[src/design/msplit_pkg.sv]
`default_nettype none
// ----------------------------------------------------------------------------
// msplit_pkg: shared types and constants of the message splitter
// Widths, configuration register indices, reset values, header step codes,
// controller states and the command and status bundles between the
// controller and the datapath.
// ----------------------------------------------------------------------------
package msplit_pkg;

  localparam int LEN_W      = 16;
  localparam int BYTE_W     = 8;
  localparam int CFG_IDX_W  = 2;
  localparam int CFG_DATA_W = 16;
  localparam int STEP_W     = 3;
  localparam int DIV_CNT_W  = $clog2(LEN_W + 1);

  // Bytes of a split chunk header.
  localparam int HDR_BYTES = 7;

  // Configuration register indices.
  localparam logic [CFG_IDX_W-1:0] CFG_CHUNK_LIMIT   = 2'd0;
  localparam logic [CFG_IDX_W-1:0] CFG_ORIGINAL_TYPE = 2'd1;
  localparam logic [CFG_IDX_W-1:0] CFG_SPLIT_TYPE    = 2'd2;

  // Register values after reset.
  localparam logic [LEN_W-1:0]  RST_CHUNK_LIMIT   = 16'd1024;
  localparam logic [BYTE_W-1:0] RST_ORIGINAL_TYPE = 8'd1;
  localparam logic [BYTE_W-1:0] RST_SPLIT_TYPE    = 8'd2;

  // Output steps for one input byte. The unsplit packet's type byte uses the
  // slot just before the payload byte, as does the low chunk index byte.
  localparam logic [STEP_W-1:0] STEP_TYPE   = 3'd0;
  localparam logic [STEP_W-1:0] STEP_SEQ_HI = 3'd1;
  localparam logic [STEP_W-1:0] STEP_SEQ_LO = 3'd2;
  localparam logic [STEP_W-1:0] STEP_TOT_HI = 3'd3;
  localparam logic [STEP_W-1:0] STEP_TOT_LO = 3'd4;
  localparam logic [STEP_W-1:0] STEP_IDX_HI = 3'd5;
  localparam logic [STEP_W-1:0] STEP_IDX_LO = 3'd6;
  localparam logic [STEP_W-1:0] STEP_DATA   = 3'd7;

  typedef enum logic [1:0] {
    ST_IDLE,
    ST_PREP,
    ST_DIVIDE,
    ST_EMIT
  } msplit_state_t;

  typedef struct packed {
    logic accept;     // latch the input byte and length
    logic prep;       // set up a new message
    logic div_start;  // start the chunk count division
    logic load_total; // take the chunk count from the divider
    logic step_init;  // load the first output step for this byte
    logic emit;       // load one byte into the output register
  } msplit_cmd_t;

  typedef struct packed {
    logic first;      // next byte opens a message
    logic split_now;  // the message being set up needs splitting
    logic div_done;   // divider result is ready
    logic out_free;   // output register can take a byte this cycle
    logic at_data;    // current step is the payload byte
  } msplit_status_t;

endpackage
`default_nettype wire

[src/design/msplit_intf.sv]
`default_nettype none
// ----------------------------------------------------------------------------
// msplit_intf: channel interfaces of the message splitter
// Input byte channel, output packet byte channel and the configuration
// write channel, each with valid/ready and a source and a sink view.
// ----------------------------------------------------------------------------
interface msplit_msg_if;
  logic                          valid;
  logic                          ready;
  logic [msplit_pkg::BYTE_W-1:0] data_byte;
  logic [msplit_pkg::LEN_W-1:0]  msg_length;

  modport source (output valid, output data_byte, output msg_length, input ready);
  modport sink   (input valid, input data_byte, input msg_length, output ready);
endinterface

interface msplit_pkt_if;
  logic                          valid;
  logic                          ready;
  logic [msplit_pkg::BYTE_W-1:0] out_byte;
  logic                          packet_start;
  logic                          packet_end;
  logic                          run_last;

  modport source (output valid, output out_byte, output packet_start,
                  output packet_end, output run_last, input ready);
  modport sink   (input valid, input out_byte, input packet_start,
                  input packet_end, input run_last, output ready);
endinterface

interface msplit_cfg_if;
  logic                              valid;
  logic                              ready;
  logic [msplit_pkg::CFG_IDX_W-1:0]  index;
  logic [msplit_pkg::CFG_DATA_W-1:0] data;

  modport source (output valid, output index, output data, input ready);
  modport sink   (input valid, input index, input data, output ready);
endinterface
`default_nettype wire

[src/design/msplit_divider.sv]
`default_nettype none
// ----------------------------------------------------------------------------
// msplit_divider: iterative chunk count divider
// Restoring division, one quotient bit per cycle, rounding the quotient up
// when a remainder is left.
// ----------------------------------------------------------------------------
module msplit_divider (
  input  wire logic                         clk,
  input  wire logic                         rst,
  input  wire logic                         start,
  input  wire logic [msplit_pkg::LEN_W-1:0] dividend,
  input  wire logic [msplit_pkg::LEN_W-1:0] divisor,
  output logic                              done,
  output logic      [msplit_pkg::LEN_W-1:0] quotient_ceil
);
  import msplit_pkg::*;

  logic [DIV_CNT_W-1:0] count;
  logic [LEN_W-1:0]     rem;
  logic [LEN_W-1:0]     dq;
  logic [LEN_W-1:0]     dvs;
  logic [LEN_W:0]       shifted;
  logic [LEN_W:0]       diff;
  logic                 ge;

  assign shifted = {rem, dq[LEN_W-1]};
  assign diff    = shifted - {1'b0, dvs};
  assign ge      = shifted >= {1'b0, dvs};

  always_ff @(posedge clk) begin
    if (rst) begin
      count <= '0;
      done  <= 1'b0;
    end else begin
      done <= (count == DIV_CNT_W'(1));
      if (start) begin
        count <= DIV_CNT_W'(LEN_W);
      end else if (count != '0) begin
        count <= count - DIV_CNT_W'(1);
      end
    end
  end

  always_ff @(posedge clk) begin
    if (start) begin
      rem <= '0;
      dq  <= dividend;
      dvs <= divisor;
    end else if (count != '0) begin
      rem <= ge ? diff[LEN_W-1:0] : shifted[LEN_W-1:0];
      dq  <= {dq[LEN_W-2:0], ge};
    end
  end

  assign quotient_ceil = dq + {{(LEN_W-1){1'b0}}, (rem != '0)};

endmodule
`default_nettype wire

[src/design/msplit_datapath.sv]
`default_nettype none
// ----------------------------------------------------------------------------
// msplit_datapath: message splitter datapath
// Configuration registers, message and chunk counters, header byte
// selection and the output register.
// ----------------------------------------------------------------------------
module msplit_datapath (
  input  wire logic                              clk,
  input  wire logic                              rst,
  input  wire msplit_pkg::msplit_cmd_t           cmd,
  output msplit_pkg::msplit_status_t             status,
  input  wire logic [msplit_pkg::BYTE_W-1:0]     data_byte,
  input  wire logic [msplit_pkg::LEN_W-1:0]      msg_length,
  input  wire logic                              cfg_valid,
  input  wire logic [msplit_pkg::CFG_IDX_W-1:0]  cfg_index,
  input  wire logic [msplit_pkg::CFG_DATA_W-1:0] cfg_data,
  input  wire logic                              pkt_ready,
  output logic                                   pkt_valid,
  output logic      [msplit_pkg::BYTE_W-1:0]     out_byte,
  output logic                                   packet_start,
  output logic                                   packet_end,
  output logic                                   run_last
);
  import msplit_pkg::*;

  logic [LEN_W-1:0]  chunk_limit;
  logic [BYTE_W-1:0] original_type_code;
  logic [BYTE_W-1:0] split_type_code;

  logic [BYTE_W-1:0] byte_reg;
  logic [LEN_W-1:0]  len_reg;
  logic [LEN_W-1:0]  msg_total;
  logic [LEN_W-1:0]  chunk_room;
  logic [LEN_W-1:0]  msg_position;
  logic [LEN_W-1:0]  chunk_position;
  logic [LEN_W-1:0]  chunk_index;
  logic [LEN_W-1:0]  chunk_total;
  logic [LEN_W-1:0]  split_sequence;
  logic              splitting;
  logic [STEP_W-1:0] step;

  logic [LEN_W-1:0]  len_eff;
  logic [LEN_W-1:0]  room_now;
  logic              split_now;
  logic              split_sel;
  logic              cp_zero_sel;
  logic [STEP_W-1:0] step_start;
  logic              last_of_msg;
  logic              chunk_end;
  logic [BYTE_W-1:0] byte_sel;
  logic              start_sel;
  logic              end_sel;
  logic              div_done;
  logic [LEN_W-1:0]  div_q;

  // A zero length counts as one byte.
  assign len_eff   = (len_reg == '0) ? LEN_W'(1) : len_reg;
  assign split_now = ({1'b0, len_eff} + (LEN_W+1)'(1)) > {1'b0, chunk_limit};
  assign room_now  = (chunk_limit > LEN_W'(HDR_BYTES)) ?
                     chunk_limit - LEN_W'(HDR_BYTES) : LEN_W'(1);

  msplit_divider u_divider (
    .clk           (clk),
    .rst           (rst),
    .start         (cmd.div_start),
    .dividend      (len_eff),
    .divisor       (room_now),
    .done          (div_done),
    .quotient_ceil (div_q)
  );

  // While a message is being set up the registers do not yet hold its mode.
  assign split_sel   = cmd.prep ? split_now : splitting;
  assign cp_zero_sel = cmd.prep || (chunk_position == '0);

  always_comb begin
    if (split_sel) begin
      step_start = cp_zero_sel ? STEP_TYPE : STEP_DATA;
    end else begin
      step_start = (msg_position == '0) ? STEP_IDX_LO : STEP_DATA;
    end
  end

  assign last_of_msg = ({1'b0, msg_position} + (LEN_W+1)'(1)) >= {1'b0, msg_total};
  assign chunk_end   = last_of_msg ||
                       (({1'b0, chunk_position} + (LEN_W+1)'(1)) >= {1'b0, chunk_room});

  always_comb begin
    unique case (step)
      STEP_TYPE:   byte_sel = split_type_code;
      STEP_SEQ_HI: byte_sel = split_sequence[LEN_W-1:BYTE_W];
      STEP_SEQ_LO: byte_sel = split_sequence[BYTE_W-1:0];
      STEP_TOT_HI: byte_sel = chunk_total[LEN_W-1:BYTE_W];
      STEP_TOT_LO: byte_sel = chunk_total[BYTE_W-1:0];
      STEP_IDX_HI: byte_sel = chunk_index[LEN_W-1:BYTE_W];
      STEP_IDX_LO: byte_sel = splitting ? chunk_index[BYTE_W-1:0] : original_type_code;
      STEP_DATA:   byte_sel = byte_reg;
      default:     byte_sel = byte_reg;
    endcase
  end

  assign start_sel = (step == STEP_TYPE) || ((step == STEP_IDX_LO) && !splitting);
  assign end_sel   = (step == STEP_DATA) && (splitting ? chunk_end : last_of_msg);

  always_ff @(posedge clk) begin
    if (rst) begin
      chunk_limit        <= RST_CHUNK_LIMIT;
      original_type_code <= RST_ORIGINAL_TYPE;
      split_type_code    <= RST_SPLIT_TYPE;
      msg_total          <= '0;
      chunk_room         <= '0;
      msg_position       <= '0;
      chunk_position     <= '0;
      chunk_index        <= '0;
      chunk_total        <= '0;
      split_sequence     <= '0;
      splitting          <= 1'b0;
      step               <= STEP_TYPE;
      pkt_valid          <= 1'b0;
    end else begin
      if (cfg_valid) begin
        unique case (cfg_index)
          CFG_CHUNK_LIMIT:   chunk_limit        <= cfg_data[LEN_W-1:0];
          CFG_ORIGINAL_TYPE: original_type_code <= cfg_data[BYTE_W-1:0];
          CFG_SPLIT_TYPE:    split_type_code    <= cfg_data[BYTE_W-1:0];
          default: ;
        endcase
      end

      if (cmd.prep) begin
        msg_total      <= len_eff;
        chunk_room     <= room_now;
        chunk_position <= '0;
        chunk_index    <= '0;
        splitting      <= split_now;
      end

      if (cmd.load_total) begin
        chunk_total <= div_q;
      end

      if (cmd.step_init) begin
        step <= step_start;
      end

      if (cmd.emit) begin
        if (step == STEP_DATA) begin
          if (splitting) begin
            if (chunk_end) begin
              chunk_position <= '0;
              chunk_index    <= chunk_index + LEN_W'(1);
            end else begin
              chunk_position <= chunk_position + LEN_W'(1);
            end
          end
          if (last_of_msg) begin
            if (splitting) begin
              split_sequence <= split_sequence + LEN_W'(1);
            end
            msg_position   <= '0;
            chunk_position <= '0;
            chunk_index    <= '0;
            splitting      <= 1'b0;
          end else begin
            msg_position <= msg_position + LEN_W'(1);
          end
        end else begin
          step <= step + STEP_W'(1);
        end
      end

      if (cmd.emit) begin
        pkt_valid <= 1'b1;
      end else if (pkt_ready) begin
        pkt_valid <= 1'b0;
      end
    end
  end

  always_ff @(posedge clk) begin
    if (cmd.accept) begin
      byte_reg <= data_byte;
      len_reg  <= msg_length;
    end
    if (cmd.emit) begin
      out_byte     <= byte_sel;
      packet_start <= start_sel;
      packet_end   <= end_sel;
      run_last     <= (step == STEP_DATA);
    end
  end

  assign status.first     = (msg_position == '0);
  assign status.split_now = split_now;
  assign status.div_done  = div_done;
  assign status.out_free  = !pkt_valid || pkt_ready;
  assign status.at_data   = (step == STEP_DATA);

  a_emit_into_free_slot: assert property (@(posedge clk) disable iff (rst)
    cmd.emit |-> (!pkt_valid || pkt_ready))
    else $error("byte loaded over an untaken output transaction");

  a_chunk_position_bound: assert property (@(posedge clk) disable iff (rst)
    (cmd.emit && (step == STEP_DATA) && splitting) |-> (chunk_position < chunk_room))
    else $error("chunk position ran past the chunk payload size");

  a_msg_position_bound: assert property (@(posedge clk) disable iff (rst)
    (cmd.emit && (step == STEP_DATA)) |-> (msg_position < msg_total))
    else $error("message position ran past the message length");

endmodule
`default_nettype wire

[src/design/msplit_ctrl.sv]
`default_nettype none
// ----------------------------------------------------------------------------
// msplit_ctrl: message splitter controller
// Sequences input acceptance, message set-up, the chunk count division and
// the output of header and payload bytes.
// ----------------------------------------------------------------------------
module msplit_ctrl (
  input  wire logic                       clk,
  input  wire logic                       rst,
  input  wire logic                       msg_valid,
  output logic                            msg_ready,
  input  wire msplit_pkg::msplit_status_t status,
  output msplit_pkg::msplit_cmd_t         cmd
);
  import msplit_pkg::*;

  msplit_state_t state;
  msplit_state_t state_next;

  always_ff @(posedge clk) begin
    if (rst) begin
      state <= ST_IDLE;
    end else begin
      state <= state_next;
    end
  end

  always_comb begin
    state_next = state;
    unique case (state)
      ST_IDLE: begin
        if (msg_valid) begin
          state_next = status.first ? ST_PREP : ST_EMIT;
        end
      end
      ST_PREP: begin
        state_next = status.split_now ? ST_DIVIDE : ST_EMIT;
      end
      ST_DIVIDE: begin
        if (status.div_done) begin
          state_next = ST_EMIT;
        end
      end
      ST_EMIT: begin
        if (status.out_free && status.at_data) begin
          state_next = ST_IDLE;
        end
      end
      default: state_next = ST_IDLE;
    endcase
  end

  always_comb begin
    cmd       = '0;
    msg_ready = 1'b0;
    unique case (state)
      ST_IDLE: begin
        msg_ready     = 1'b1;
        cmd.accept    = msg_valid;
        cmd.step_init = msg_valid && !status.first;
      end
      ST_PREP: begin
        cmd.prep      = 1'b1;
        cmd.div_start = status.split_now;
        cmd.step_init = !status.split_now;
      end
      ST_DIVIDE: begin
        cmd.load_total = status.div_done;
        cmd.step_init  = status.div_done;
      end
      ST_EMIT: begin
        cmd.emit = status.out_free;
      end
      default: ;
    endcase
  end

endmodule
`default_nettype wire

[src/design/message_auto_splitter.sv]
`default_nettype none
// ----------------------------------------------------------------------------
// message_auto_splitter: packet segmentation with chunk headers
// Takes message bytes one transaction at a time and sends them on as one
// unsplit packet or as a run of chunks, each behind a seven-byte header.
// ----------------------------------------------------------------------------
//
//  Channel  Role    Payload                                      Width
//  -------  ------  -------------------------------------------  -----
//  msg      sink    data_byte, msg_length                         8+16
//  pkt      source  out_byte, packet_start, packet_end, run_last  8+1+1+1
//  cfg      sink    index (0 limit, 1 original, 2 split), data    2+16
//
// A byte in the middle of a chunk is accepted in the idle state and then
// loaded into the output register in the emit state. A byte that opens a
// chunk first sends the seven header bytes, one per cycle while the output
// is free. The first byte of a message also passes the set-up state and,
// when split, waits on the iterative chunk count divider (sixteen quotient
// bits, then the done flag). Reset (synchronous, active high) returns the
// counters, configuration registers, controller state and output valid
// flag to their initial values. A stall on the output side holds the
// controller in its emit state, one byte waiting in the output register.
//
// The block accepts a new input transaction while the last result of the
// previous one still waits in the output register. Message length and
// chunk limit are sampled on the first byte of each message; the type codes
// are read as each header byte is produced. The configuration channel is
// always ready, and writes to an index outside the register list are
// dropped.
// ----------------------------------------------------------------------------
module message_auto_splitter (
  input  wire logic clk,
  input  wire logic rst,
  msplit_msg_if.sink   msg,
  msplit_pkt_if.source pkt,
  msplit_cfg_if.sink   cfg
);
  import msplit_pkg::*;

  msplit_cmd_t    cmd;
  msplit_status_t status;

  // Configuration writes never wait.
  assign cfg.ready = 1'b1;

  msplit_ctrl u_ctrl (
    .clk       (clk),
    .rst       (rst),
    .msg_valid (msg.valid),
    .msg_ready (msg.ready),
    .status    (status),
    .cmd       (cmd)
  );

  msplit_datapath u_datapath (
    .clk          (clk),
    .rst          (rst),
    .cmd          (cmd),
    .status       (status),
    .data_byte    (msg.data_byte),
    .msg_length   (msg.msg_length),
    .cfg_valid    (cfg.valid),
    .cfg_index    (cfg.index),
    .cfg_data     (cfg.data),
    .pkt_ready    (pkt.ready),
    .pkt_valid    (pkt.valid),
    .out_byte     (pkt.out_byte),
    .packet_start (pkt.packet_start),
    .packet_end   (pkt.packet_end),
    .run_last     (pkt.run_last)
  );

endmodule
`default_nettype wire

[src/flat_wrapper.sv]
// flat-port wrapper written by rule: the top's interface ports become plain ports
module message_auto_splitter_flat import msplit_pkg::*;
  (clk, rst, msg_valid, msg_data_byte, msg_msg_length, msg_ready, pkt_valid, pkt_out_byte, pkt_packet_start, pkt_packet_end, pkt_run_last, pkt_ready, cfg_valid, cfg_index, cfg_data, cfg_ready);
  msplit_msg_if msg_i ();
  msplit_pkt_if pkt_i ();
  msplit_cfg_if cfg_i ();
  input  wire logic clk;
  input  wire logic rst;
  input wire logic [$bits(msg_i.valid)-1:0] msg_valid;
  input wire logic [$bits(msg_i.data_byte)-1:0] msg_data_byte;
  input wire logic [$bits(msg_i.msg_length)-1:0] msg_msg_length;
  output wire logic [$bits(msg_i.ready)-1:0] msg_ready;
  output wire logic [$bits(pkt_i.valid)-1:0] pkt_valid;
  output wire logic [$bits(pkt_i.out_byte)-1:0] pkt_out_byte;
  output wire logic [$bits(pkt_i.packet_start)-1:0] pkt_packet_start;
  output wire logic [$bits(pkt_i.packet_end)-1:0] pkt_packet_end;
  output wire logic [$bits(pkt_i.run_last)-1:0] pkt_run_last;
  input wire logic [$bits(pkt_i.ready)-1:0] pkt_ready;
  input wire logic [$bits(cfg_i.valid)-1:0] cfg_valid;
  input wire logic [$bits(cfg_i.index)-1:0] cfg_index;
  input wire logic [$bits(cfg_i.data)-1:0] cfg_data;
  output wire logic [$bits(cfg_i.ready)-1:0] cfg_ready;
  assign msg_i.valid = msg_valid;
  assign msg_i.data_byte = msg_data_byte;
  assign msg_i.msg_length = msg_msg_length;
  assign msg_ready = msg_i.ready;
  assign pkt_valid = pkt_i.valid;
  assign pkt_out_byte = pkt_i.out_byte;
  assign pkt_packet_start = pkt_i.packet_start;
  assign pkt_packet_end = pkt_i.packet_end;
  assign pkt_run_last = pkt_i.run_last;
  assign pkt_i.ready = pkt_ready;
  assign cfg_i.valid = cfg_valid;
  assign cfg_i.index = cfg_index;
  assign cfg_i.data = cfg_data;
  assign cfg_ready = cfg_i.ready;
  message_auto_splitter u_core (.clk(clk), .rst(rst), .msg(msg_i), .pkt(pkt_i), .cfg(cfg_i));
endmodule
[config.mk]
export PLATFORM = sky130hd
export DESIGN_NAME = message_auto_splitter_flat
export DESIGN_NICKNAME = d
export VERILOG_FILES = /design/src/design/msplit_pkg.sv /design/src/design/msplit_intf.sv /design/src/design/msplit_divider.sv /design/src/design/msplit_datapath.sv /design/src/design/msplit_ctrl.sv /design/src/design/message_auto_splitter.sv /design/src/flat_wrapper.sv
export SDC_FILE = /design/constraint.sdc
export NUM_CORES = 1
export LEC_CHECK = 0
export BUFFER_PORTS_ARGS = -buffer_cell sky130_fd_sc_hd__clkbuf_2
export CAP_MARGIN = 20
export CELL_PAD_IN_SITES_DETAIL_PLACEMENT = 0
export CELL_PAD_IN_SITES_GLOBAL_PLACEMENT = 2
export CORE_MARGIN = 3
export CORE_UTILIZATION = 36
export CTS_CLUSTER_DIAMETER = 100
export DETAILED_ROUTE_END_ITERATION = 8
export GPL_ROUTABILITY_DRIVEN = 0
export PLACE_DENSITY_LB_ADDON = 0.1
export SETUP_SLACK_MARGIN = 0.4
export SLEW_MARGIN = 0
export SYNTH_ARGS = -nofsm -noshare
export SYNTH_HDL_FRONTEND = slang
export SYNTH_SLANG_ARGS = --single-unit
[constraint.sdc]
create_clock -name clk -period 3.33 [get_ports clk]
set_clock_uncertainty 0.15 [all_clocks]
set_input_delay 0.333 -clock clk [delete_from_list [all_inputs] [get_ports clk]]
set_output_delay 0.333 -clock clk [all_outputs]
set_load 0.01 [all_outputs]
==> flow_summary_export.csv <==
group,metric,value,unit
floorplan,total_die_area,40800,sq um
synthesis,async_reset_ff_share,0,%
placement,half_perimeter_wire_length_after_placement,31300,um
timing,final.min_clock_period,3.33,ns
floorplan,top_level_ports,61,
clock_tree,cts.root.buffer_cell,"clkbuf_16",
detailed_routing,drt_first_iter_violations,702,
detailed_routing,wirelength,43400,um
clock_tree,cts_buf_count,30,
global_route,grt_pass1_vias,11600,
synthesis,synth_edf_count,67,
detailed_routing,post_drt_via_cell_ratio,5.21,
timing,clock.fmax,300,MHz
placement,instance_area_at_placement,15600,sq um
worst_setup_path,worstPathRequired,3.63,ns
layout,final_cell_mix,"156 x dfxtp_1, 140 x nor2_1, 124 x nand2_1",
worst_setup_path,crit_path_start_kind,"register",
synthesis,synth_top_cell_by_area,"dfxtp_1",
worst_setup_path,worst-setup-path-type,"register to register",
floorplan,core_area,37800,sq um
timing,relative_slew_slack,32.0,%
timing,setup_repair_after_global_routing_missed_its_margin,"true",
synthesis,synthCells,1543,
synthesis,synth_top_area_share,25.0,%
detailed_routing,route.antenna.remaining_nets,0,
synthesis,ys.flop_type,"dfxtp_1",
detailed_routing,drt_pre_antenna_iters,6,
floorplan,rows,71,
synthesis,yosysWarnings,0,
global_route,grt_use_total,20.9,%
layout,final_cell_area,18600,sq um
clock_tree,max-clock-path-buffers,3,
detailed_routing,detail_route.drc_violations,0,
placement,placement.io_buffers,59,
layout,antennaDiodeCount,0,
global_route,grt_max_degree,82,
detailed_routing,routed_wire_length_per_instance,18.9,um
clock_tree,clock-sinks,240,
global_route,antenna_found_initial,0,
detailed_routing,route.vias.total,12000,
power,power.leakage,7.50,nW
timing,setup_violations,0,
run_status,status,"finished clean",
run,timing.max_cap.violations,0,
worst_setup_path,worstPathArrival,3.63,ns
synthesis,ys_seq_area_share,39.6,%
synthesis,synth_top_cells_by_area,"dfxtp_1 25%, edfxtp_1 15%, ha_1 7.9%",
layout,final_net_count,1894,
layout,post_route_cells_drive_above_1_share,28.9,%
synthesis,postSynthNetCount,1678,
synthesis,synth.cell_area,13800,sq um
floorplan,effective_utilization_at_floorplan,36.6,%
placement,placed_cells_incl_taps,2148,
synthesis,postSynthRegisterBits,240,
timing,max_slew.worst_pin.slew,1.01,ns
clock_tree,clock_tree_from_tritoncts,"yes",
synthesis,number_of_distinct_library_cell_variants_in_the_gate_level_netlist_after_synthesis,90,
layout,mostFrequentLayoutCell,"dfxtp_1",
synthesis,synth.avg_cell_area,8.96,sq um
floorplan,floorplan.die.height,202,um
clock_tree,worstSkewPairLatency,0.58,ns
timing,tns,0,ns
global_route,globalRouteOverflowTotal,0,
layout,syn_to_final_growth,34.5,%
worst_setup_path,endpoint_kind,"register",
worst_setup_path,worst-path-max-fanout,7,
timing,period_share,100,%
timing,final-hold-violation-count,0,
power,irDropWorstVdd,0.000443,V
floorplan,die_width,202,um
min_path,worstHoldPathType,"input pin to register",
power,power_density,726,nW/um^2
clock_tree,htree_levels,1,
global_route,grt_first_pass_wirelength,67600,um
clock_tree,clkSlewWorstSetupHoldPaths,0.06,ns
timing,final-max-slew-violation-count,0,
layout,stdcell_count,2294,
[area by class of cell]
| class | instances | area, sq um |
|---|---|---|
| Inverter | 95 | 369 |
| Clock inverter | 16 | 169 |
| Clock buffer | 40 | 871 |
| Tap cell | 511 | 639 |
| Timing Repair Buffer | 261 | 2390 |
| Sequential cell | 240 | 5510 |
| Multi-Input combinational cell | 1131 | 8660 |
| Fill cell | 3593 | 19200 |
[metrics by stage]
stage          hold WS, ns  setup slack [ns]  total power (W)  util (%)
3_5_place_dp         0.298            -0.171          0.00870      41.4
2_1_floorplan        0.280             0.159          0.00729         -
6_report             0.142          0.000153           0.0135      49.3
3_3_place_gp         0.292            -0.101          0.00868      41.4
5_1_grt              0.163            -0.189           0.0143      49.3
4_1_cts              0.107          -0.00435           0.0130      47.7
[cell families after synthesis]
kind of cell / after synthesis / synth area share, %
compound gates: 273 / 13.9
simple gates: 597 / 21.6
mux: 84 / 6.28
xor+xnor: 86 / 5.45
flops: 240 / 39.6
buf+inv: 174 / 5.20
other cells: 1 / 0.0271
fa+ha+maj: 88 / 8.02
[power breakdown]
part           total [W]  switching, W  internal [W]
registers        0.00402      0.000432       0.00358
logic            0.00606       0.00326       0.00280
clock network    0.00342       0.00136       0.00206
total             0.0135       0.00505       0.00845
[worst max-delay path, stage by stage, from the launching register on]
cell and delay (ns):
dfxtp_1 0.34, nand4_1 0.17, buf_4 0.20, nor4_4 0.25
xor2_1 0.14, ha_1 0.32, and4_4 0.23, nand4_1 0.09
or2_4 0.25, o211ai_4 0.37, o41ai_4 0.12, buf_4 0.18
clkbuf_16 0.16, a31oi_1 0.14, mux2i_1 0.09
[per-layer routing]
layer	global-route usage (%)	share of wire (%)	up-vias	wire, um
li1	-	-	5961	-
met1	29.2	49	5801	21100
met2	35.1	47	148	20600
met3	2.45	2.3	45	1020
met4	3.86	1.6	0	716
met5	0	0	-	0
[synth_stat cells (31+ instances only)]
cell type	count
xnor2_1	61
nand4_1	31
nand2_1	167
nor2_1	150
clkbuf_1	50
nand3_1	57
inv_1	94
edfxtp_1	67
dfxtp_1	173
o21ai_0	40
ha_1	87
mux2i_1	62
nor3_1	38
a21oi_1	88
[repair_timing]
action	in CTS	in global routing
endpoints found under the setup margin	139	139
gates resized for setup	150	77
setup buffers	22	15
gates cloned	8	3
pin swaps	52	49
hold endpoints to repair	54	0
hold buffers	41	0
[worst paths after layout]
path,from,to,slack (ns),cells after the start
max,u_core.u_datapath.msg_position[8],u_core.u_datapath.chunk_position[9],0.0002,14
min,rst,u_core.u_datapath.original_type_code[4],0.14,2
min reg2reg,u_core.u_datapath.original_type_code[0],u_core.u_datapath.original_type_code[0],0.31,1
max reg2reg,u_core.u_datapath.msg_position[8],u_core.u_datapath.chunk_position[9],0.0002,14
No activity file was read; power rests on OpenSTA's default activity.
